===== config.mk =====
export PLATFORM = sky130hd
export DESIGN_NAME = cti_cell
export DESIGN_NICKNAME = d
export VERILOG_FILES = /design/src/hw/rtl/cti_pkg.sv /design/src/hw/rtl/cti_cell.sv
export SDC_FILE = /design/constraint.sdc
export NUM_CORES = 1
export LEC_CHECK = 0
export ABC_AREA = 1
export BUFFER_PORTS_ARGS = -buffer_cell sky130_fd_sc_hd__buf_2
export CELL_PAD_IN_SITES_DETAIL_PLACEMENT = 1
export CELL_PAD_IN_SITES_GLOBAL_PLACEMENT = 1
export CORE_ASPECT_RATIO = 0.8
export CORE_MARGIN = 3
export CORE_UTILIZATION = 23
export DETAILED_ROUTE_END_ITERATION = 8
export GPL_ROUTABILITY_DRIVEN = 0
export GPL_TIMING_DRIVEN = 0
export PLACE_DENSITY = 0.61
export SYNTH_ARGS = -nofsm -noshare
export SYNTH_HDL_FRONTEND = slang
export SYNTH_SLANG_ARGS = --single-unit
export TNS_END_PERCENT = 100

===== constraint.sdc =====
create_clock -name clk -period 20.3 [get_ports clk]
set_clock_uncertainty 0.2 [all_clocks]
set_input_delay 2.03 -clock clk [delete_from_list [all_inputs] [get_ports clk]]
set_output_delay 2.03 -clock clk [all_outputs]
set_load 0.005 [all_outputs]

===== src/hw/rtl/cti_pkg.sv =====
// Shared types, constants and helper functions for the canonical ternary index block.
package cti_pkg;

  localparam int VAL_W          = 32;
  localparam int LEN_W          = 5;
  localparam int MODE_W         = 2;
  localparam int MAX_DIGITS_DEF = 20;
  localparam int SQUARE_CELLS   = 9;
  localparam int D4_COUNT       = 8;
  localparam int SQ_W           = 15;
  localparam int POW_W          = 34;

  typedef enum logic [MODE_W-1:0] {
    MODE_NONE    = 2'd0,
    MODE_REVERSE = 2'd1,
    MODE_SQUARE  = 2'd2,
    MODE_UNSUP   = 2'd3
  } mode_t;

  // Source cell for each output digit; row 0 is the identity.
  localparam logic [3:0] D4_PERM [D4_COUNT][SQUARE_CELLS] = '{
    '{4'd0, 4'd1, 4'd2, 4'd3, 4'd4, 4'd5, 4'd6, 4'd7, 4'd8},
    '{4'd6, 4'd3, 4'd0, 4'd7, 4'd4, 4'd1, 4'd8, 4'd5, 4'd2},
    '{4'd8, 4'd7, 4'd6, 4'd5, 4'd4, 4'd3, 4'd2, 4'd1, 4'd0},
    '{4'd2, 4'd5, 4'd8, 4'd1, 4'd4, 4'd7, 4'd0, 4'd3, 4'd6},
    '{4'd2, 4'd1, 4'd0, 4'd5, 4'd4, 4'd3, 4'd8, 4'd7, 4'd6},
    '{4'd6, 4'd7, 4'd8, 4'd3, 4'd4, 4'd5, 4'd0, 4'd1, 4'd2},
    '{4'd0, 4'd3, 4'd6, 4'd1, 4'd4, 4'd7, 4'd2, 4'd5, 4'd8},
    '{4'd8, 4'd5, 4'd2, 4'd7, 4'd4, 4'd1, 4'd6, 4'd3, 4'd0}
  };

  typedef struct packed {
    logic [VAL_W-1:0]                 idx;
    logic [VAL_W-1:0]                 rem;
    logic [VAL_W-1:0]                 rev;
    logic [VAL_W-1:0]                 place;
    logic [LEN_W-1:0]                 len;
    mode_t                            mode;
    logic                             ok;
    logic [D4_COUNT-1:1][SQ_W-1:0]    acc;
  } lane_t;

  function automatic logic [POW_W-1:0] pow3(input int n);
    logic [POW_W-1:0] p;
    p = POW_W'(1);
    for (int i = 0; i < n; i++) begin
      p = p * POW_W'(3);
    end
    return p;
  endfunction

  // Weight that source cell s carries in the re-encoding under transform t.
  function automatic logic [SQ_W-1:0] d4_weight(input int t, input int s);
    logic [POW_W-1:0] p;
    logic [SQ_W-1:0]  w;
    w = '0;
    p = POW_W'(1);
    for (int k = 0; k < SQUARE_CELLS; k++) begin
      if (int'(D4_PERM[t][k]) == s) begin
        w = p[SQ_W-1:0];
      end
      p = p * POW_W'(3);
    end
    return w;
  endfunction

endpackage


===== src/hw/rtl/cti_cell.sv =====
// One digit cell: extracts a ternary digit and folds it into the reversed and square sums.
module cti_cell #(
  parameter int DIGIT = 0
) (
  input  logic            clk,
  input  logic            rst,
  input  logic            up_valid,
  output logic            up_ready,
  input  cti_pkg::lane_t  up_lane,
  output logic            valid,
  input  logic            down_ready,
  output cti_pkg::lane_t  lane
);
  import cti_pkg::*;

  localparam logic [POW_W-1:0] W_FULL  = pow3(DIGIT);
  localparam logic [POW_W-1:0] W2_FULL = W_FULL + W_FULL;
  localparam logic [VAL_W:0]   WEIGHT  = W_FULL[VAL_W:0];
  localparam logic [VAL_W:0]   WEIGHT2 = W2_FULL[VAL_W:0];

  logic [VAL_W:0]                  rem_ext;
  logic [VAL_W:0]                  sub;
  logic [1:0]                      digit;
  logic                            active;
  logic [VAL_W-1:0]                addend;
  logic [D4_COUNT-1:1][SQ_W-1:0]   acc_add;
  lane_t                           lane_next;

  assign up_ready = !valid || down_ready;

  always_comb begin
    rem_ext = {1'b0, up_lane.rem};
    if (rem_ext >= WEIGHT2) begin
      digit = 2'd2;
      sub   = WEIGHT2;
    end else if (rem_ext >= WEIGHT) begin
      digit = 2'd1;
      sub   = WEIGHT;
    end else begin
      digit = 2'd0;
      sub   = '0;
    end
  end

  for (genvar t = 1; t < D4_COUNT; t++) begin : g_sq
    if (DIGIT < SQUARE_CELLS) begin : g_on
      localparam logic [SQ_W-1:0] WT = d4_weight(t, DIGIT);
      always_comb begin
        case (digit)
          2'd1:    acc_add[t] = WT;
          2'd2:    acc_add[t] = {WT[SQ_W-2:0], 1'b0};
          default: acc_add[t] = '0;
        endcase
      end
    end else begin : g_off
      assign acc_add[t] = '0;
    end
  end

  always_comb begin
    active = up_lane.len > LEN_W'(DIGIT);
    case (digit)
      2'd1:    addend = up_lane.place;
      2'd2:    addend = {up_lane.place[VAL_W-2:0], 1'b0};
      default: addend = '0;
    endcase
    lane_next     = up_lane;
    lane_next.rem = VAL_W'(rem_ext - sub);
    if (active) begin
      lane_next.rev   = up_lane.rev + addend;
      lane_next.place = up_lane.place + {up_lane.place[VAL_W-2:0], 1'b0};
    end
    for (int t = 1; t < D4_COUNT; t++) begin
      lane_next.acc[t] = up_lane.acc[t] + acc_add[t];
    end
  end

  always_ff @(posedge clk) begin
    if (rst) begin
      valid <= 1'b0;
    end else if (up_ready) begin
      valid <= up_valid;
    end
  end

  always_ff @(posedge clk) begin
    if (up_ready) begin
      lane <= lane_next;
    end
  end

endmodule


==> impl_metrics.json, run 1 <==
{
  "power_switching_w": 0.000467,
  "worstPathMaxFanout": 21,
  "cts_resized": 0,
  "peakVddDrop_v": 0.0000616,
  "finalCriticalPeriod_ns": 6.20,
  "fmax_mhz": 161,
  "p_sw_share_pct": 30.7,
  "grtUsageTotal_pct": 16.8,
  "endpoint_kind": "flop",
  "period_share_pct": 30.5,
  "synth-main-ff-cell": "edfxtp_1",
  "ant_nets": 0,
  "initial_core_util_pct": 23.4,
  "syn_area_sq_um": 16300,
  "syn_area_per_cell_sq_um": 8.65,
  "seq_area_frac_synth_pct": 44.6,
  "clock_latency_ns": 0.61,
  "root_buffer": "clkbuf_16",
  "clkSlewWorstSetupHoldPaths_ns": 0.06,
  "yosysWarnings": 0,
  "io_pins": 488,
  "layout_commonest_cell": "buf_2",
  "grt_pass1_wl_um": 95800,
  "vias_per_cell": 4.54,
  "setup-violations-final": 0,
  "synth.distinct_cells": 46,
  "dr_total_vias": 15300,
  "drive_gt1_share_pct": 24.6,
  "area_growth_pct": 28.8,
  "dpl.cell_count": 3298,
  "num_rows": 86,
  "p_clk_share_pct": 36.3,
  "drc": 0,
  "synth-edff-count": 241,
  "rsz0062_at_grt": "false",
  "die_x_um": 304,
  "synth_nets": 2252,
  "ys_ff_latch": 242,
  "power.density_nw_per_um2": 72.4,
  "synthCells": 1884,
  "layout.nets": 2775,
  "post-place-ws_ns": 13.38,
  "gr-total-overflow": 0,
  "grt_max_degree": 71,
  "port_buffers": 487,
  "p_leak_nw": 9.73,
  "clock_path_buffers": 3,
  "fp.coreArea_sq_um": 69500,
  "hold_viol": 0,
  "finalMaxSlewViolations": 0,
  "cts_buffers": 31,
  "grt_pass1_vias": 15900,
  "outcome": "finished clean",
  "final_cell_mix": "499 x buf_2, 476 x nand2_1, 241 x edfxtp_1",
  "drt-pass1-iter-count": 4,
  "cts_tree": "done",
  "setup_slack_ns": 14.10,
  "worstMarginPinSlew_ns": 1.24,
  "wl_um": 65500,
  "drt-initial-drc-count": 721,
  "worstSetupStartpointType": "primary input",
  "grt_antenna_before_repair": 15,
  "hpwl_um": 54400,
  "wl_per_cell_um": 19.5,
  "p_comb_share_pct": 21.9,
  "power.internal_w": 0.00105,
  "die_area_sq_um": 74100,
  "cts-htree-levels": 1,
  "slew_headroom_pct": 17.0,
  "cp_data_arrival_time_ns": 6.36,
  "clock-sinks": 242,
  "postCtsSetupBuffers": 0,
  "pwr-share-seq_pct": 41.8,
  "maxCapViolations": 0,
  "hold_ws_ns": 1.03,
  "critPathRequiredTime_ns": 20.46,
  "synthArstFlopShare_pct": 0,
  "fin_setup_tns_ns": 0,
  "fin_cells": 3364,
  "critical_path_class": "in2reg",
  "hp-class": "reg2reg",
  "die_y_um": 244,
  "ctsHoldBuffers": 0
}
-- final cells by class --
type / count / area [sq um]
antenna: 10 / 25.0
buffer: 20 / 90.1
clock buffer: 35 / 791
clock inverter: 21 / 191
fill: 8476 / 48500
inverter: 217 / 815
multi-input combinational: 1405 / 8130
sequential: 242 / 7260
tap: 924 / 1160
timing repair buffer: 490 / 2520
-- stage by stage --
stage	utilization (%)	cell area, sq um	power, W
finish	30.2	21000	0.00152
global route	30.2	21000	0.00160
CTS	30.1	21000	0.00154
detailed placement	28.7	20000	0.000980
global placement	28.6	19900	0.000980
floorplan	-	16300	0.000815
-- path summary, 6_finish.rpt --
path / startpoint / end / slack, ns / depth (start not counted)
max: up_lane[201] / lane[70]$_DFFE_PP_ / 14.10 / 20
max reg2reg: valid$_SDFFE_PP0P_ / lane[155]$_DFFE_PP_ / 18.21 / 2
min reg2reg: valid$_SDFFE_PP0P_ / valid$_SDFFE_PP0P_ / 1.03 / 2
min: valid$_SDFFE_PP0P_ / valid$_SDFFE_PP0P_ / 1.03 / 2
-- synth_stat cells (3+ instances only) --
| library cell | count | area share (%) |
|---|---|---|
| nor3_2 | 3 | 0.18 |
| and2_1 | 3 | 0.12 |
| a31oi_1 | 5 | 0.19 |
| nor2_1 | 177 | 4.1 |
| or2_2 | 9 | 0.35 |
| a21o_1 | 7 | 0.32 |
| nor4_1 | 4 | 0.15 |
| nand4_1 | 23 | 0.88 |
| nor3_1 | 26 | 0.80 |
| xnor2_1 | 56 | 3.0 |
| fa_1 | 10 | 1.2 |
| o21ai_0 | 84 | 2.6 |
| nor2_4 | 6 | 0.41 |
| inv_1 | 213 | 4.9 |
| o21a_1 | 4 | 0.18 |
| nand2_1 | 477 | 11 |
| nand3_2 | 3 | 0.18 |
| o2111ai_1 | 4 | 0.22 |
| xor2_1 | 78 | 4.2 |
| nand2_4 | 3 | 0.21 |
| nand3b_1 | 10 | 0.46 |
| nand3_1 | 118 | 3.6 |
| ha_1 | 113 | 8.7 |
| nand2_2 | 3 | 0.12 |
| o21ai_1 | 5 | 0.15 |
| clkbuf_1 | 6 | 0.14 |
| o21bai_1 | 12 | 0.55 |
| buf_2 | 12 | 0.37 |
| nand3_4 | 3 | 0.32 |
| inv_2 | 3 | 0.069 |
| edfxtp_1 | 241 | 44 |
| o22ai_1 | 31 | 1.2 |
| a21oi_1 | 105 | 3.2 |
| o211ai_1 | 3 | 0.14 |
| nor2_2 | 9 | 0.35 |
-- registers in the layout (all words and copies together) (netlist names) --
name   count
valid      1
lane     241
-- logic make-up after synthesis --
kind of cell / count (synthesis) / synth area share, %
simple gates: 882 / 23.7
compound gates: 266 / 9.09
flops: 242 / 44.6
buf+inv: 237 / 5.55
xor+xnor: 134 / 7.21
fa+ha+maj: 123 / 9.91
-- critical path, stage by stage --
cell and delay [ns]:
buf_2 0.13, nor2_1 0.14, nand2_1 0.10, nor2_1 0.23, nand2_2 0.15, inv_2 0.09
nand3_4 0.17, buf_2 0.28, inv_1 0.83, ha_1 0.54, inv_1 0.14, fa_1 0.51
nor2_1 0.22, nor2_1 0.10, o21ai_2 0.22, nand3_1 0.11, nand2_1 0.11, nand3_1 0.08
nand2_1 0.09, xor2_1 0.06
-- layer usage --
metal | track usage [%] | routed length [um] | vias to the layer above
met5 | 0 | 20 | -
met4 | 4.49 | 1590 | 2
li1 | - | - | 7442
met2 | 27.5 | 30500 | 333
met1 | 23.4 | 30400 | 7430
met3 | 2.17 | 3100 | 70
-- power by group through the flow --
stage / combinational, W / clock [W] / sequential [W]
after floorplan: 0.000159 / 0 / 0.000656
after CTS: 0.000336 / 0.000572 / 0.000636
after detailed placement: 0.000334 / 0 / 0.000645
after global placement: 0.000327 / 0 / 0.000652
after global routing: 0.000371 / 0.000592 / 0.000640
final: 0.000333 / 0.000552 / 0.000635
No activity file was read; power rests on OpenSTA's default activity.
==> run 2: changes to the inputs <==
--- a/config.mk
+++ b/config.mk
@@ -5,7 +5,7 @@
 export SDC_FILE = /design/constraint.sdc
 export NUM_CORES = 1
 export LEC_CHECK = 0
-export ABC_AREA = 1
+export ABC_AREA = 0
 export BUFFER_PORTS_ARGS = -buffer_cell sky130_fd_sc_hd__buf_2
 export CELL_PAD_IN_SITES_DETAIL_PLACEMENT = 1
 export CELL_PAD_IN_SITES_GLOBAL_PLACEMENT = 1
==> constraint.sdc (replaced) <==
create_clock -name clk -period 6.2 [get_ports clk]
set_clock_uncertainty 0.2 [all_clocks]
set_input_delay 0.62 -clock clk [delete_from_list [all_inputs] [get_ports clk]]
set_output_delay 0.62 -clock clk [all_outputs]
set_load 0.005 [all_outputs]
==> impl_metrics.json, run 2 <==
{
  "outcome": "finished clean",
  "clock-sinks": 242,
  "fp.coreArea_sq_um": 61600,
  "rsz0062_at_grt": "false",
  "fin_cells": 2757,
  "dr_total_vias": 12400,
  "drt-initial-drc-count": 559,
  "cp_data_arrival_time_ns": 5.94,
  "grt_max_degree": 70,
  "final_cell_mix": "488 x buf_2, 241 x edfxtp_1, 184 x nand2_1",
  "synth.distinct_cells": 62,
  "peakVddDrop_v": 0.000199,
  "clock_path_buffers": 3,
  "io_pins": 488,
  "ys_ff_latch": 242,
  "yosys-top-cells-count": "241 x edfxtp_1, 184 x nand2_1, 118 x o21ai_0",
  "wl_um": 54900,
  "fmax_mhz": 172,
  "seq_area_frac_synth_pct": 50.2,
  "grt_pass1_vias": 13100,
  "layout_commonest_cell": "buf_2",
  "ant_nets": 0,
  "p_leak_nw": 8.43,
  "synth-edff-count": 241,
  "yosysWarnings": 0,
  "final_util_pct": 31.8,
  "port_buffers": 487,
  "synthCells": 1329,
  "endpoint_kind": "flop",
  "syn_area_sq_um": 14500,
  "cts_buffers": 29,
  "drc": 0,
  "area_growth_pct": 35.4,
  "vias_per_cell": 4.50,
  "top_register": "lane",
  "synth-main-ff-cell": "edfxtp_1",
  "synth_most_common_cell": "edfxtp_1",
  "worstSetupStartpointType": "primary input",
  "critPathRequiredTime_ns": 6.32,
  "largest_registers": "lane (241), valid (1)",
  "worstPathMaxFanout": 10,
  "drive_gt1_share_pct": 29.5,
  "maxCapViolations": 0,
  "setup-violations-final": 0,
  "synth_nets": 1697,
  "slew_headroom_pct": 33.9,
  "syn_area_per_cell_sq_um": 10.9,
  "hp-class": "in2reg",
  "initial_core_util_pct": 23.5,
  "die_area_sq_um": 65900,
  "grt_pass1_wl_um": 80600,
  "layout.nets": 2263,
  "gr-total-overflow": 0,
  "synth_top_area_cell": "edfxtp_1",
  "worstMarginPinSlew_ns": 0.988,
  "dpl.cell_count": 2651,
  "grt_antenna_before_repair": 20,
  "cts_tree": "done",
  "num_rows": 81,
  "wl_per_cell_um": 19.9,
  "synth.top_cell.area_share_pct": 50.1,
  "power.density_nw_per_um2": 253,
  "clock_latency_ns": 0.58,
  "die_x_um": 286,
  "hold_viol": 0,
  "period_share_pct": 94.0,
  "drt-pass1-iter-count": 4,
  "finalMaxSlewViolations": 0,
  "die_y_um": 230,
  "finalCriticalPeriod_ns": 5.83,
  "synthTopCellsByArea": "edfxtp_1 50%, ha_1 9.8%, xnor2_1 5.6%, nand2_1 4.8%, xor2_1 4.3%",
  "r2r_start": "valid$_SDFFE_PP0P_",
  "synthArstFlopShare_pct": 0,
  "hp-start": "up_valid",
  "clkSlewWorstSetupHoldPaths_ns": 0.06,
  "root_buffer": "clkbuf_16",
  "cts-htree-levels": 1,
  "startpoint": "up_lane[191]",
  "largest_reg_flops": 241,
  "critical_path_class": "in2reg",
  "hpwl_um": 43700,
  "grtUsageTotal_pct": 15.9
}
## run 2: changes by cell type in the layout (fill, tap and decap cells not counted), sizes merged, moves of 39 or more
cell	before	now
nor2	194	69
nand2	483	184
a21oi	105	66
inv	219	58
nand3	124	22
dlygate4sd3	0	41
## run 2: critical path: stages
cell and delay [ns]:
buf_2 0.12, or4_1 0.59, nor4_1 0.46, nand4_1 0.15, buf_4 0.21, buf_4 0.20
clkbuf_1 0.32, nand2_1 0.16, o21ai_0 0.12, ha_1 0.40, a21o_1 0.23, a31o_1 0.21
a311o_1 0.38, a31o_1 0.28, a31o_2 0.30, o21ai_2 0.29, o311ai_2 0.25, xnor2_1 0.19
nor2_2 0.31, xor2_1 0.11
## run 2: area by class of cell
class,instances,area (sq um)
clock buffer,32,737
inverter,57,218
multi-input combinational,1005,6920
tap,830,1040
buffer,25,96.3
timing repair buffer,535,2990
sequential,242,7260
antenna,10,25.0
fill,7125,42000
clock inverter,21,299
## run 2: path summary, 6_finish.rpt
path | cells past startpoint | slack, ns | endpoint
max | 20 | 0.37 | lane[176]$_DFFE_PP_
min | 3 | 0.07 | valid$_SDFFE_PP0P_
max reg2reg | 3 | 3.88 | lane[170]$_DFFE_PP_
min reg2reg | 2 | 0.95 | valid$_SDFFE_PP0P_
## run 2: kinds of logic after synthesis
group | after synthesis | synth area share, %
flip-flops | 242 | 50.2
buffers and inverters | 82 | 2.14
AND/OR/NAND/NOR | 395 | 12.6
adder cells (fa/ha/maj) | 123 | 11.2
AO/OA/AOI/OAI | 318 | 13.6
XOR/XNOR | 164 | 9.94
multiplexers | 5 | 0.381
## run 2: what timing repair did
| action | in CTS | in global routing |
|---|---|---|
| buffers inserted | 2 | 0 |
| hold buffers | 41 | 0 |
| endpoints found under the hold margin | 41 | 0 |
| endpoints found under the setup margin | 28 | 1 |
| pin swaps | 1 | 0 |
| resized for setup | 3 | 2 |
## run 2: report_power, final
part | switching, W | internal (W)
Combinational | 0.000554 | 0.000437
Clock | 0.000727 | 0.00115
Sequential | 0.0000551 | 0.00204
## run 2: through the flow
step | power, W | area (sq um) | TNS, ns | hold slack [ns] | worst slack (ns)
final | 0.00496 | 19600 | 0 | 0.0708 | 0.373
after global routing | 0.00524 | 19600 | 0 | 0.0353 | 0.136
after CTS | 0.00507 | 19500 | 0 | 0.0168 | 0.0674
after detailed placement | 0.00310 | 18100 | -37.18 | 0.588 | -2.15
after global placement | 0.00309 | 17900 | -194.36 | 0.576 | -3.56
after floorplan | 0.00260 | 14500 | 0 | 0.489 | 0.607
## run 2: metal layers
layer | vias up | track usage, % | wire length [um]
li1 | 6001 | - | -
met1 | 5994 | 18.7 | 22400
met4 | 14 | 4.65 | 1380
met5 | - | 0 | 82
met3 | 65 | 4.47 | 3600
met2 | 323 | 28.3 | 27500
