**src/hw/rtl/cti_pkg.sv**
```systemverilog
// Shared types, constants and helper functions for the canonical ternary index block.
package cti_pkg;

  localparam int VAL_W          = 32;
  localparam int LEN_W          = 5;
  localparam int MODE_W         = 2;
  localparam int MAX_DIGITS_DEF = 20;
  localparam int SQUARE_CELLS   = 9;
  localparam int D4_COUNT       = 8;
  localparam int SQ_W           = 15;
  localparam int POW_W          = 34;

  typedef enum logic [MODE_W-1:0] {
    MODE_NONE    = 2'd0,
    MODE_REVERSE = 2'd1,
    MODE_SQUARE  = 2'd2,
    MODE_UNSUP   = 2'd3
  } mode_t;

  // Source cell for each output digit; row 0 is the identity.
  localparam logic [3:0] D4_PERM [D4_COUNT][SQUARE_CELLS] = '{
    '{4'd0, 4'd1, 4'd2, 4'd3, 4'd4, 4'd5, 4'd6, 4'd7, 4'd8},
    '{4'd6, 4'd3, 4'd0, 4'd7, 4'd4, 4'd1, 4'd8, 4'd5, 4'd2},
    '{4'd8, 4'd7, 4'd6, 4'd5, 4'd4, 4'd3, 4'd2, 4'd1, 4'd0},
    '{4'd2, 4'd5, 4'd8, 4'd1, 4'd4, 4'd7, 4'd0, 4'd3, 4'd6},
    '{4'd2, 4'd1, 4'd0, 4'd5, 4'd4, 4'd3, 4'd8, 4'd7, 4'd6},
    '{4'd6, 4'd7, 4'd8, 4'd3, 4'd4, 4'd5, 4'd0, 4'd1, 4'd2},
    '{4'd0, 4'd3, 4'd6, 4'd1, 4'd4, 4'd7, 4'd2, 4'd5, 4'd8},
    '{4'd8, 4'd5, 4'd2, 4'd7, 4'd4, 4'd1, 4'd6, 4'd3, 4'd0}
  };

  typedef struct packed {
    logic [VAL_W-1:0]                 idx;
    logic [VAL_W-1:0]                 rem;
    logic [VAL_W-1:0]                 rev;
    logic [VAL_W-1:0]                 place;
    logic [LEN_W-1:0]                 len;
    mode_t                            mode;
    logic                             ok;
    logic [D4_COUNT-1:1][SQ_W-1:0]    acc;
  } lane_t;

  function automatic logic [POW_W-1:0] pow3(input int n);
    logic [POW_W-1:0] p;
    p = POW_W'(1);
    for (int i = 0; i < n; i++) begin
      p = p * POW_W'(3);
    end
    return p;
  endfunction

  // Weight that source cell s carries in the re-encoding under transform t.
  function automatic logic [SQ_W-1:0] d4_weight(input int t, input int s);
    logic [POW_W-1:0] p;
    logic [SQ_W-1:0]  w;
    w = '0;
    p = POW_W'(1);
    for (int k = 0; k < SQUARE_CELLS; k++) begin
      if (int'(D4_PERM[t][k]) == s) begin
        w = p[SQ_W-1:0];
      end
      p = p * POW_W'(3);
    end
    return w;
  endfunction

endpackage

```
**src/hw/rtl/cti_answer_if.sv**
```systemverilog
// Output channel carrying one canonical index word and its validity flag.
interface cti_answer_if;
  import cti_pkg::*;

  logic                valid;
  logic                ready;
  logic [VAL_W-1:0]    canonical_index;
  logic                valid_res;

  modport source (output valid, canonical_index, valid_res, input ready);
  modport sink   (input valid, canonical_index, valid_res, output ready);
endinterface

```
**src/hw/rtl/cti_reduce.sv**
```systemverilog
// Final stage: picks the smallest index over the allowed transforms into the output register.
module cti_reduce (
  input  logic            clk,
  input  logic            rst,
  input  logic            up_valid,
  output logic            up_ready,
  input  cti_pkg::lane_t  up_lane,
  cti_answer_if.source    answer
);
  import cti_pkg::*;

  logic [SQ_W-1:0]   lvl1 [4];
  logic [SQ_W-1:0]   lvl2 [2];
  logic [SQ_W-1:0]   sq_best;
  logic [VAL_W-1:0]  cand;
  logic [VAL_W-1:0]  index_next;
  logic              out_valid;

  assign up_ready     = !out_valid || answer.ready;
  assign answer.valid = out_valid;

  always_comb begin
    lvl1[0] = (up_lane.acc[1] < up_lane.idx[SQ_W-1:0]) ? up_lane.acc[1] : up_lane.idx[SQ_W-1:0];
    lvl1[1] = (up_lane.acc[3] < up_lane.acc[2]) ? up_lane.acc[3] : up_lane.acc[2];
    lvl1[2] = (up_lane.acc[5] < up_lane.acc[4]) ? up_lane.acc[5] : up_lane.acc[4];
    lvl1[3] = (up_lane.acc[7] < up_lane.acc[6]) ? up_lane.acc[7] : up_lane.acc[6];
    lvl2[0] = (lvl1[1] < lvl1[0]) ? lvl1[1] : lvl1[0];
    lvl2[1] = (lvl1[3] < lvl1[2]) ? lvl1[3] : lvl1[2];
    sq_best = (lvl2[1] < lvl2[0]) ? lvl2[1] : lvl2[0];
    cand = up_lane.idx;
    case (up_lane.mode)
      MODE_REVERSE: begin
        if (up_lane.rev < up_lane.idx) begin
          cand = up_lane.rev;
        end
      end
      MODE_SQUARE: cand = VAL_W'(sq_best);
      default:     cand = up_lane.idx;
    endcase
    index_next = up_lane.ok ? cand : '0;
  end

  always_ff @(posedge clk) begin
    if (rst) begin
      out_valid <= 1'b0;
    end else if (up_ready) begin
      out_valid <= up_valid;
    end
  end

  always_ff @(posedge clk) begin
    if (up_ready) begin
      answer.canonical_index <= index_next;
      answer.valid_res       <= up_lane.ok;
    end
  end

endmodule

```
**src/flat_wrapper.sv**
```systemverilog
// flat-port wrapper written by rule: the top's interface ports become plain ports
module cti_reduce_flat import cti_pkg::*;
  (clk, rst, up_valid, up_ready, up_lane, answer_valid, answer_canonical_index, answer_valid_res, answer_ready);
  cti_answer_if answer_i ();
  input  logic clk;
  input  logic rst;
  input  logic up_valid;
  output logic up_ready;
  input  cti_pkg::lane_t up_lane;
  output wire logic [$bits(answer_i.valid)-1:0] answer_valid;
  output wire logic [$bits(answer_i.canonical_index)-1:0] answer_canonical_index;
  output wire logic [$bits(answer_i.valid_res)-1:0] answer_valid_res;
  input wire logic [$bits(answer_i.ready)-1:0] answer_ready;
  assign answer_valid = answer_i.valid;
  assign answer_canonical_index = answer_i.canonical_index;
  assign answer_valid_res = answer_i.valid_res;
  assign answer_i.ready = answer_ready;
  cti_reduce u_core (.clk(clk), .rst(rst), .up_valid(up_valid), .up_ready(up_ready), .up_lane(up_lane), .answer(answer_i));
endmodule
```
**config.mk**
```make
export PLATFORM = sky130hd
export DESIGN_NAME = cti_reduce_flat
export DESIGN_NICKNAME = d
export VERILOG_FILES = /design/src/hw/rtl/cti_pkg.sv /design/src/hw/rtl/cti_answer_if.sv /design/src/hw/rtl/cti_reduce.sv /design/src/flat_wrapper.sv
export SDC_FILE = /design/constraint.sdc
export NUM_CORES = 1
export LEC_CHECK = 0
export BUFFER_PORTS_ARGS = -buffer_cell sky130_fd_sc_hd__buf_2
export CAP_MARGIN = 10
export CORE_ASPECT_RATIO = 1.75
export CORE_UTILIZATION = 30
export DETAILED_ROUTE_END_ITERATION = 12
export PLACE_DENSITY = 0.64
export SETUP_SLACK_MARGIN = 0.2
export SLEW_MARGIN = 20
export SYNTH_ARGS = -nofsm -noshare
export SYNTH_HDL_FRONTEND = slang
export SYNTH_SLANG_ARGS = --single-unit
```
**constraint.sdc**
```tcl
create_clock -name clk -period 10.19 [get_ports clk]
set_input_delay 2.038 -clock clk [delete_from_list [all_inputs] [get_ports clk]]
set_output_delay 2.038 -clock clk [all_outputs]
set_load 0.1 [all_outputs]
```
==> flow_summary_export.csv, run 1 <==
group,metric,value,unit
timing,final.setup.tns,0,ns
timing,final_max_slew_viol_count,0,
place,place.gp.congestion,0.942,
floorplanning,std_cell_rows,74,
synthesis,synthArstFlopShare,0,
synthesis,synth-edff-count,33,
timing,layout_worst_path_cycle_share,0.866,
timing,relSlewSlack,0.403,
final_layout,drive_gt1_frac,0.250,
synthesis,synth_sequential_area_ratio,0.143,
setup_path,setup.worst_path.start_class,"input port",
synthesis,syn_area,0.00709,mm2
final_layout,final_design_area_no_fill,0.00865,mm2
clocking,clockBufferDepth,2,
clocking,cts_tree,"done",
clocking,post_cts.repair.setup_buffers,0,
place,place_hpwl,20900,um
timing,finalClockSkew,0.00580,ns
floorplanning,dieHeight,205,um
setup_path,critical_path.endpoint_type,"flip-flop",
timing,unrepaired_setup_endpoints_after_global_routing,"no",
synthesis,yosysWarningCount,0,
drt,met3_length,1030,um
job,drv.max_cap_violation_count,0,
clocking,ctsRootBufferMaster,"sky130_fd_sc_hd__clkbuf_16",
synthesis,syn_area_per_cell,8.06,um2
clocking,postCtsResizedCells,0,
drt,drt.antenna.violating_nets,0,
setup_path,critical_path.max_stage_delay,0.68,ns
drt,totalWireLength,24200,um
final_layout,post_synthesis_to_final_layout_area_growth,22.1,%
timing,fmax,113,MHz
drt,via_count,7407,
place,dpl-instance-area,0.00848,mm2
setup_path,cell_at_the_slowest_stage_of_the_critical_path,"sky130_fd_sc_hd__nor4b_2",
synthesis,synth_top_flop_cell,"sky130_fd_sc_hd__edfxtp_1",
power,cellPowerDensity,131,mW/mm2
synthesis,synthesis.nets,1255,
drt,wl_met1,8680,um
drt,vias_per_cell,5.35,
final_layout,fraction_of_the_core_area_covered_by_cells_at_the_end_of_the_flow,0.372,
clocking,clkSinkCount,34,
setup_path,critPathRequiredTime,10.20,ns
grt,grt_usage,0.196,
clocking,path_clk_slew,0.06,ns
timing,timing.final.setup_violations,0,
clocking,worst_skew_pair.late_latency,0.28,ns
drt,detailedRoute.firstIterationViolations,330,
synthesis,synth-seq-cells,34,
setup_path,criticalPathCategory,"in -> reg",
floorplanning,boundaryPins,280,
clocking,tritoncts.num_buffers,5,
floorplanning,die-area,0.0243,mm2
setup_path,cp_common_cell,"sky130_fd_sc_hd__a21o_1",
grt,grt_overflow_total,0,
clocking,hold_buffers,0,
grt,antenna_found_initial,2,
timing,max_slew.worst_pin.slew,0.895,ns
drt,wl_met2,12500,um
floorplanning,floorplan.initialDensity,0.305,
grt,largest_net_degree_at_the_start_of_global_routing,36,
grt,wire_length_of_the_first_global_routing_pass,36900,um
floorplanning,core-area,0.0232,mm2
drt,routed_wire_length_per_instance,17.5,um
run_status,run_status,"finished clean",
synthesis,post_synth_num_cell_types,58,
timing,finalCriticalPeriod,8.83,ns
setup_path,crit_fanout,27,
drt,firstDrtPassIters,5,
synthesis,netlist_instances,880,
drt,drt_drc_violations_left,0,
place,number_of_port_buffers,210,
clocking,cts-htree-levels,2,
grt,grt_pass1_vias,7245,
setup_path,timing.critical_path.arrival,8.84,ns
timing,final_hold_vio_count,0,
power,peakVddDrop,0.0617,mV
drt,routed.top_layer,"met4",
power,power.leakage,4.51,nW
floorplanning,chipWidth,118,um
final_layout,fin_nets,1452,
min_path,hold_class,"reg -> reg",
metrics by stage:
stage	std cells	power, mW	setup slack, ns	hold slack [ns]
global placement	1374	0.943	1.17	0.861
CTS	1382	1.13	1.40	0.898
detailed placement	1374	0.952	1.11	0.885
floorplan	880	0.748	1.91	2.11
global route	1384	1.21	0.935	0.940
finish	1384	1.13	1.36	0.887
registers in the layout (all words and copies together) (netlist names):
| register | flops |
|---|---|
| u_core.answer.valid | 1 |
| u_core.answer.canonical_index | 32 |
| u_core.answer.valid_res | 1 |
cell families after synthesis:
kind of cell               count (synthesis)  synth area share
muxes                                    102             0.149
adders and majority gates                131             0.231
buffers and inverters                    148            0.0844
AOI/OAI and AO/OA                        248             0.251
and+or+nand+nor                          217             0.143
DFF                                       34             0.143
report_power, final:
part / leakage [nW] / internal (mW) / switching (mW) / total [mW]
Sequential: 0.378 / 0.176 / 0.00590 / 0.182
Clock: 0.0761 / 0.115 / 0.0632 / 0.179
Combinational: 4.05 / 0.261 / 0.510 / 0.772
final timing paths:
check | from | endpoint | slack, ns | depth (start not counted)
setup reg to reg | u_core.answer.valid$_SDFFE_PP0P_ | u_core.answer.canonical_index[15]$_SDFFCE_PN0P_ | 9.04 | 2
setup / recovery | up_lane[213] | u_core.answer.canonical_index[10]$_SDFFCE_PN0P_ | 1.36 | 29
hold reg to reg | u_core.answer.valid$_SDFFE_PP0P_ | u_core.answer.valid_res$_DFFE_PP_ | 0.89 | 2
hold / removal | u_core.answer.valid$_SDFFE_PP0P_ | u_core.answer.valid_res$_DFFE_PP_ | 0.89 | 2
metal layers:
| metal | global-route usage | up-vias |
|---|---|---|
| met3 | 0.0164 | 59 |
| met5 | 0 | - |
| met2 | 0.370 | 266 |
| met1 | 0.196 | 3420 |
| li1 | - | 3662 |
| met4 | 0.155 | 0 |
cell usage after synthesis (6+ instances only):
| library cell | n | area [um2] |
|---|---|---|
| sky130_fd_sc_hd__mux2_2 | 15 | 169 |
| sky130_fd_sc_hd__ha_1 | 130 | 1630 |
| sky130_fd_sc_hd__nand4_1 | 17 | 106 |
| sky130_fd_sc_hd__a21oi_1 | 56 | 280 |
| sky130_fd_sc_hd__o21ai_0 | 37 | 185 |
| sky130_fd_sc_hd__o211ai_1 | 17 | 128 |
| sky130_fd_sc_hd__a221o_1 | 16 | 160 |
| sky130_fd_sc_hd__a22o_1 | 32 | 280 |
| sky130_fd_sc_hd__clkbuf_1 | 26 | 97.6 |
| sky130_fd_sc_hd__nand3_1 | 14 | 70.1 |
| sky130_fd_sc_hd__mux2i_1 | 83 | 831 |
| sky130_fd_sc_hd__nor2_1 | 39 | 146 |
| sky130_fd_sc_hd__nand2b_1 | 16 | 100 |
| sky130_fd_sc_hd__nor3_1 | 12 | 60.1 |
| sky130_fd_sc_hd__a211oi_1 | 6 | 45.0 |
| sky130_fd_sc_hd__nor2b_1 | 9 | 56.3 |
| sky130_fd_sc_hd__a21o_1 | 12 | 90.1 |
| sky130_fd_sc_hd__a31oi_1 | 15 | 93.8 |
| sky130_fd_sc_hd__o21a_1 | 7 | 52.6 |
| sky130_fd_sc_hd__o32a_1 | 14 | 140 |
| sky130_fd_sc_hd__edfxtp_1 | 33 | 991 |
| sky130_fd_sc_hd__inv_1 | 112 | 420 |
| sky130_fd_sc_hd__nand2_1 | 96 | 360 |
layout by cell type (no fill, tap or decap), drive strengths merged, types with 3 or more instances in the layout:
| cell | n |
|---|---|
| o21a | 7 |
| o211ai | 18 |
| nor3 | 12 |
| a31o | 4 |
| a31oi | 15 |
| clkbuf | 5 |
| o21ai | 42 |
| edfxtp | 33 |
| a221o | 16 |
| nor2 | 39 |
| buf | 226 |
| and3 | 3 |
| a211oi | 6 |
| nand2b | 16 |
| mux2 | 17 |
| a22o | 32 |
| a21o | 12 |
| o32a | 14 |
| nand4 | 17 |
| a211o | 5 |
| nand2 | 96 |
| inv | 112 |
| or2 | 4 |
| mux2i | 85 |
| o221ai | 3 |
| nor2b | 9 |
| a22oi | 3 |
| ha | 130 |
| nand3 | 14 |
| a21oi | 58 |
worst max-delay path, delay by kind of cell:
kind,cells,cell delay (ns)
mux,1,0.45
compound gates,17,3.30
fa+ha+maj,3,0.78
simple gates,5,1.72
buf+inv,3,0.53
layout make-up:
cell class	instances	area (um2)
sequential	34	1010
fill	2402	14600
antenna	2	5.00
tap	304	380
inverter	112	420
timing repair buffer	226	1180
multi-input combinational	698	5480
clock buffer	5	125
clock inverter	3	45.0
Power figures use the tool's default switching activity.
==> run 2, diff against run 1 <==
--- a/config.mk
+++ b/config.mk
@@ -11,6 +11,7 @@
 export CORE_UTILIZATION = 30
 export DETAILED_ROUTE_END_ITERATION = 12
 export PLACE_DENSITY = 0.64
+export REMOVE_ABC_BUFFERS = 1
 export SETUP_SLACK_MARGIN = 0.2
 export SLEW_MARGIN = 20
 export SYNTH_ARGS = -nofsm -noshare
==> flow_summary_export.csv, run 2 (synthesis results as in run 1) <==
group,metric,value,unit
setup_path,worstSetupStartpoint,"up_lane[77]",
setup_path,ff2ff_path_depth,2,
clocking,clkSinkCount,34,
final_layout,largest_register_ff_count,32,
grt,grt_overflow_total,0,
power,power.leakage,4.52,nW
run_status,run_status,"finished clean",
timing,final.setup.tns,0,ns
floorplanning,core-area,0.0232,mm2
clocking,hold_buffers,0,
clocking,post_cts.repair.setup_buffers,0,
job,drv.max_cap_violation_count,0,
timing,final_max_slew_viol_count,0,
drt,firstDrtPassIters,4,
drt,via_count,7424,
timing,max_slew.worst_pin.slew,1.14,ns
place,placed_cells,1376,
drt,drt.antenna.violating_nets,0,
setup_path,crit_fanout,27,
floorplanning,dieHeight,205,um
timing,unrepaired_setup_endpoints_after_global_routing,"no",
setup_path,timing.critical_path.arrival,8.97,ns
clocking,clockBufferDepth,2,
timing,relSlewSlack,0.243,
final_layout,largest_register,"u_core.answer.canonical_index",
setup_path,critical_path.max_stage_delay,0.83,ns
floorplanning,std_cell_rows,74,
setup_path,r2r_setup_slack,9.01,ns
timing,timing.final.setup_violations,0,
drt,routed_wire_length_per_instance,16.8,um
place,place.gp.congestion,0.868,
final_layout,finish.cell_count_without_fillers,1385,
setup_path,crit-reg2reg-launch,"u_core.answer.valid$_SDFFE_PP0P_",
final_layout,layout_common_cells,"210 x sky130_fd_sc_hd__buf_2, 130 x sky130_fd_sc_hd__ha_1, 112 x sky130_fd_sc_hd__inv_1",
setup_path,critPathRequiredTime,10.21,ns
final_layout,fin_nets,1454,
place,place_hpwl,20200,um
setup_path,critical_path.endpoint_type,"flip-flop",
floorplanning,boundaryPins,280,
setup_path,worstSetupEndpoint,"u_core.answer.canonical_index[6]$_SDFFCE_PN0P_",
grt,wire_length_of_the_first_global_routing_pass,36600,um
setup_path,critical_path.reg2reg.endpoint,"u_core.answer.canonical_index[19]$_SDFFCE_PN0P_",
setup_path,setup.worst_path.start_class,"input port",
drt,drt_drc_violations_left,0,
clocking,cts_tree,"done",
timing,layout_worst_path_cycle_share,0.879,
timing,holdWs,0.896,ns
clocking,tritoncts.num_buffers,5,
final_layout,post_synthesis_to_final_layout_area_growth,22.5,%
setup_path,cell_at_the_slowest_stage_of_the_critical_path,"sky130_fd_sc_hd__o21ai_1",
grt,largest_net_degree_at_the_start_of_global_routing,36,
drt,vias_per_cell,5.36,
timing,finalCriticalPeriod,8.95,ns
drt,detailedRoute.firstIterationViolations,292,
timing,fmax,112,MHz
power,peakVddDrop,0.0506,mV
final_layout,fillers,2449,
clocking,path_clk_slew,0.06,ns
clocking,cts-htree-levels,2,
place,number_of_port_buffers,210,
timing,final_hold_vio_count,0,
floorplanning,die-area,0.0243,mm2
clocking,worst_skew_pair.late_latency,0.29,ns
grt,grt_pass1_vias,7364,
final_layout,drive_gt1_frac,0.252,
power,cellPowerDensity,130,mW/mm2
power,design_power_total,1.13,mW
min_path,hold_class,"reg -> reg",
grt,antenna_found_initial,0,
floorplanning,chipWidth,118,um
final_layout,layout.cells.most_common,"sky130_fd_sc_hd__buf_2",
timing,finalClockSkew,0.00936,ns
setup_path,criticalPathCategory,"in -> reg",
drt,totalWireLength,23300,um
clocking,postCtsResizedCells,0,
grt,grt_usage,0.190,
floorplanning,floorplan.initialDensity,0.305,
clocking,ctsRootBufferMaster,"sky130_fd_sc_hd__clkbuf_16",
==> run 2: cell count changes in the layout (fill, tap and decap cells not counted) <==
cell,change
sky130_fd_sc_hd__buf_12,+1
sky130_fd_sc_hd__diode_2,-1
sky130_fd_sc_hd__o21ai_2,+1
sky130_fd_sc_hd__o21ai_1,-1
sky130_fd_sc_hd__buf_4,+1
==> run 2: per-layer routing <==
| metal | GRT usage | up-vias | part of all wire |
|---|---|---|---|
| met5 | 0 | - | 0 |
| met4 | 0.118 | 0 | 0.059 |
| met3 | 0.0269 | 70 | 0.055 |
| met2 | 0.372 | 286 | 0.53 |
| met1 | 0.185 | 3396 | 0.36 |
| li1 | - | 3672 | - |
==> run 2: worst max-delay path: cells and delay by family <==
family	cells	cell delay, ns
buffers and inverters	5	0.74
and+or+nand+nor	3	0.37
muxes	2	0.59
AOI/OAI and AO/OA	17	4.35
adders and majority gates	3	0.89
==> run 2: final cells by class <==
cell class	count	area [um2]	area share
diodes	1	2.50	0.000288
clock buffers	5	125	0.0144
clock inverters	3	45.0	0.00519
inverters	112	420	0.0484
multi-input cells	698	5490	0.632
flip-flops and latches	34	1010	0.116
well taps	304	380	0.0438
repair buffers	228	1210	0.140
==> run 2: worst min path at each step <==
stage,start,to,slack (ns),cells past startpoint
3_5_place_dp,u_core.answer.valid$_SDFFE_PP0P_,u_core.answer.canonical_index[4]$_SDFFCE_PN0P_,0.90,2
6_report,u_core.answer.valid$_SDFFE_PP0P_,u_core.answer.canonical_index[2]$_SDFFCE_PN0P_,0.90,2
2_1_floorplan,rst,u_core.answer.valid$_SDFFE_PP0P_,2.11,1
4_1_cts,u_core.answer.valid$_SDFFE_PP0P_,u_core.answer.canonical_index[4]$_SDFFCE_PN0P_,0.92,2
3_3_place_gp,u_core.answer.valid$_SDFFE_PP0P_,u_core.answer.valid$_SDFFE_PP0P_,0.88,3
5_1_grt,u_core.answer.valid$_SDFFE_PP0P_,u_core.answer.canonical_index[4]$_SDFFCE_PN0P_,0.94,2
==> run 2: through the flow <==
| stage | area [um2] | setup slack [ns] | utilization |
|---|---|---|---|
| 2_1_floorplan | 6910 | 1.07 | - |
| 6_report | 8680 | 1.24 | 0.374 |
| 3_3_place_gp | 8510 | 0.930 | 0.366 |
| 3_5_place_dp | 8510 | 0.861 | 0.366 |
| 5_1_grt | 8680 | 0.648 | 0.373 |
| 4_1_cts | 8680 | 1.15 | 0.373 |
==> run 2: power by group <==
| group | switching, mW | internal [mW] |
|---|---|---|
| Sequential | 0.00747 | 0.176 |
| Combinational | 0.499 | 0.269 |
| Clock | 0.0662 | 0.115 |
| Total | 0.573 | 0.560 |
==> run 3, diff against run 2 <==
==> constraint.sdc (replaced) <==
create_clock -name clk -period 9.6 [get_ports clk]
set_input_delay 1.92 -clock clk [delete_from_list [all_inputs] [get_ports clk]]
set_output_delay 1.92 -clock clk [all_outputs]
set_load 0.1 [all_outputs]
==> flow_summary_export.csv, run 3 (synthesis results as in run 1) <==
group,metric,value,unit
run_status,run_status,"finished clean",
drt,routed_wire_length_per_instance,17.0,um
setup_path,cell_at_the_slowest_stage_of_the_critical_path,"sky130_fd_sc_hd__a211o_1",
final_layout,fin_nets,1462,
power,power.switching,0.615,mW
final_layout,drive_gt1_frac,0.257,
setup_path,timing.critical_path.arrival,8.43,ns
final_layout,largest_register_ff_count,32,
timing,final.setup.tns,0,ns
power,power.leakage,4.56,nW
clocking,ctsRootBufferMaster,"sky130_fd_sc_hd__clkbuf_16",
place,place_hpwl,20700,um
drt,totalWireLength,23700,um
floorplanning,core-area,0.0232,mm2
setup_path,critical_path.reg2reg.endpoint,"u_core.answer.canonical_index[20]$_SDFFCE_PN0P_",
setup_path,r2r_setup_slack,8.42,ns
setup_path,crit_fanout,18,
grt,grt_usage,0.191,
setup_path,critical_path.endpoint_type,"flip-flop",
grt,largest_net_degree_at_the_start_of_global_routing,36,
setup_path,critical_path.n_buffers_inverters,5,
power,peakVddDrop,0.0855,mV
floorplanning,chipWidth,118,um
clocking,post_cts.repair.setup_buffers,0,
min_path,hold_class,"reg -> reg",
job,drv.max_cap_violation_count,0,
drt,via_count,7474,
timing,layout_worst_path_cycle_share,0.877,
final_layout,largest_register,"u_core.answer.canonical_index",
floorplanning,floorplan.initialDensity,0.305,
clocking,clkSinkCount,34,
grt,grt_pass1_vias,7335,
final_layout,fillers,2477,
clocking,path_clk_slew,0.06,ns
power,seq_power_share,0.160,
setup_path,setup.worst_path.start_class,"input port",
clocking,worst_skew_pair.late_latency,0.29,ns
timing,relSlewSlack,0.409,
floorplanning,die-area,0.0243,mm2
power,cellPowerDensity,139,mW/mm2
final_layout,layout_common_cells,"210 x sky130_fd_sc_hd__buf_2, 130 x sky130_fd_sc_hd__ha_1, 112 x sky130_fd_sc_hd__inv_1",
power,clockPowerShare,0.158,
drt,drt_drc_violations_left,0,
clocking,hold_buffers,0,
timing,final_max_slew_viol_count,0,
clocking,tritoncts.num_buffers,5,
drt,drt.antenna.violating_nets,0,
timing,finalCriticalPeriod,8.42,ns
place,dp_slack,0.841,ns
min_path,worst_hold_path.num_cells,3,
timing,finalClockSkew,0.00932,ns
timing,fmax,119,MHz
setup_path,critPathRequiredTime,9.62,ns
power,power.share.switching,0.506,
grt,antenna_found_initial,1,
min_path,hp-start,"u_core.answer.valid$_SDFFE_PP0P_",
timing,layout_setup_ws,1.18,ns
final_layout,fraction_of_the_core_area_covered_by_cells_at_the_end_of_the_flow,0.376,
timing,holdWs,0.892,ns
drt,firstDrtPassIters,5,
floorplanning,boundaryPins,280,
drt,vias_per_cell,5.37,
grt,grt_overflow_total,0,
final_layout,layout.cells.most_common,"sky130_fd_sc_hd__buf_2",
setup_path,crit-reg2reg-launch,"u_core.answer.valid$_SDFFE_PP0P_",
setup_path,cpLargestDelayFamily,"compound AO/OA/AOI/OAI gates",
final_layout,post_synthesis_to_final_layout_area_growth,23.1,%
drt,detailedRoute.firstIterationViolations,348,
timing,unrepaired_setup_endpoints_after_global_routing,"no",
place,number_of_port_buffers,210,
clocking,cts-htree-levels,2,
power,comb_pwr_share,0.682,
setup_path,criticalPathCategory,"in -> reg",
min_path,hold_end,"u_core.answer.valid$_SDFFE_PP0P_",
grt,wire_length_of_the_first_global_routing_pass,36700,um
timing,final_hold_vio_count,0,
clocking,clockBufferDepth,2,
setup_path,ff2ff_path_depth,2,
clocking,postCtsResizedCells,0,
place,place.gp.congestion,0.888,
power,design_power_total,1.22,mW
timing,timing.final.setup_violations,0,
floorplanning,dieHeight,205,um
floorplanning,std_cell_rows,74,
clocking,cts_tree,"done",
power,p_int,0.601,mW
timing,max_slew.worst_pin.slew,0.887,ns
setup_path,critical_path.max_stage_delay,0.64,ns
[run 3: how the worst max path moves through the flow]
stage	startpoint	endpoint	slack, ns	cells past startpoint
6_report	up_lane[211]	u_core.answer.canonical_index[6]$_SDFFCE_PN0P_	1.18	29
3_3_place_gp	up_lane[50]	u_core.answer.canonical_index[6]$_SDFFCE_PN0P_	0.95	28
5_1_grt	up_lane[20]	u_core.answer.canonical_index[6]$_SDFFCE_PN0P_	0.62	31
3_5_place_dp	up_lane[20]	u_core.answer.canonical_index[6]$_SDFFCE_PN0P_	0.84	31
4_1_cts	up_lane[20]	u_core.answer.canonical_index[6]$_SDFFCE_PN0P_	1.09	31
2_1_floorplan	up_lane[21]	u_core.answer.canonical_index[10]$_SDFFCE_PN0P_	0.60	27
[run 3: per-stage QoR]
stage	instance area [um2]	instances
2_1_floorplan	6910	844
4_1_cts	8730	1392
5_1_grt	8730	1393
3_3_place_gp	8560	1384
3_5_place_dp	8560	1384
6_report	8730	1393
[run 3: final cells by class]
class | count | area [um2] | area share
antenna | 1 | 2.50 | 0.000287
clock buffer | 5 | 125 | 0.0143
multi-input combinational | 698 | 5490 | 0.628
clock inverter | 3 | 45.0 | 0.00516
inverter | 112 | 420 | 0.0482
sequential | 34 | 1010 | 0.116
tap | 304 | 380 | 0.0436
timing repair buffer | 236 | 1260 | 0.144
[run 3: layer usage]
| metal | vias to the layer above | part of all wire | track usage |
|---|---|---|---|
| met3 | 70 | 0.054 | 0.0261 |
| li1 | 3683 | - | - |
| met4 | 0 | 0.057 | 0.109 |
| met5 | - | 0 | 0 |
| met1 | 3452 | 0.36 | 0.184 |
| met2 | 269 | 0.53 | 0.384 |
[run 3: power groups by stage]
stage               clock network [mW]  logic [mW]  registers [mW]
floorplan                            0       0.429           0.339
global placement                     0       0.814           0.198
detailed placement                   0       0.827           0.198
CTS                              0.197       0.831           0.195
global route                     0.201       0.906           0.196
finish                           0.192       0.829           0.195
[run 3: worst min-delay path, delay by kind of cell (launching register included)]
family	cells	cell delay (ns)
AOI/OAI and AO/OA	1	0.19
buffers and inverters	1	0.27
DFF	1	0.34
and+or+nand+nor	1	0.05
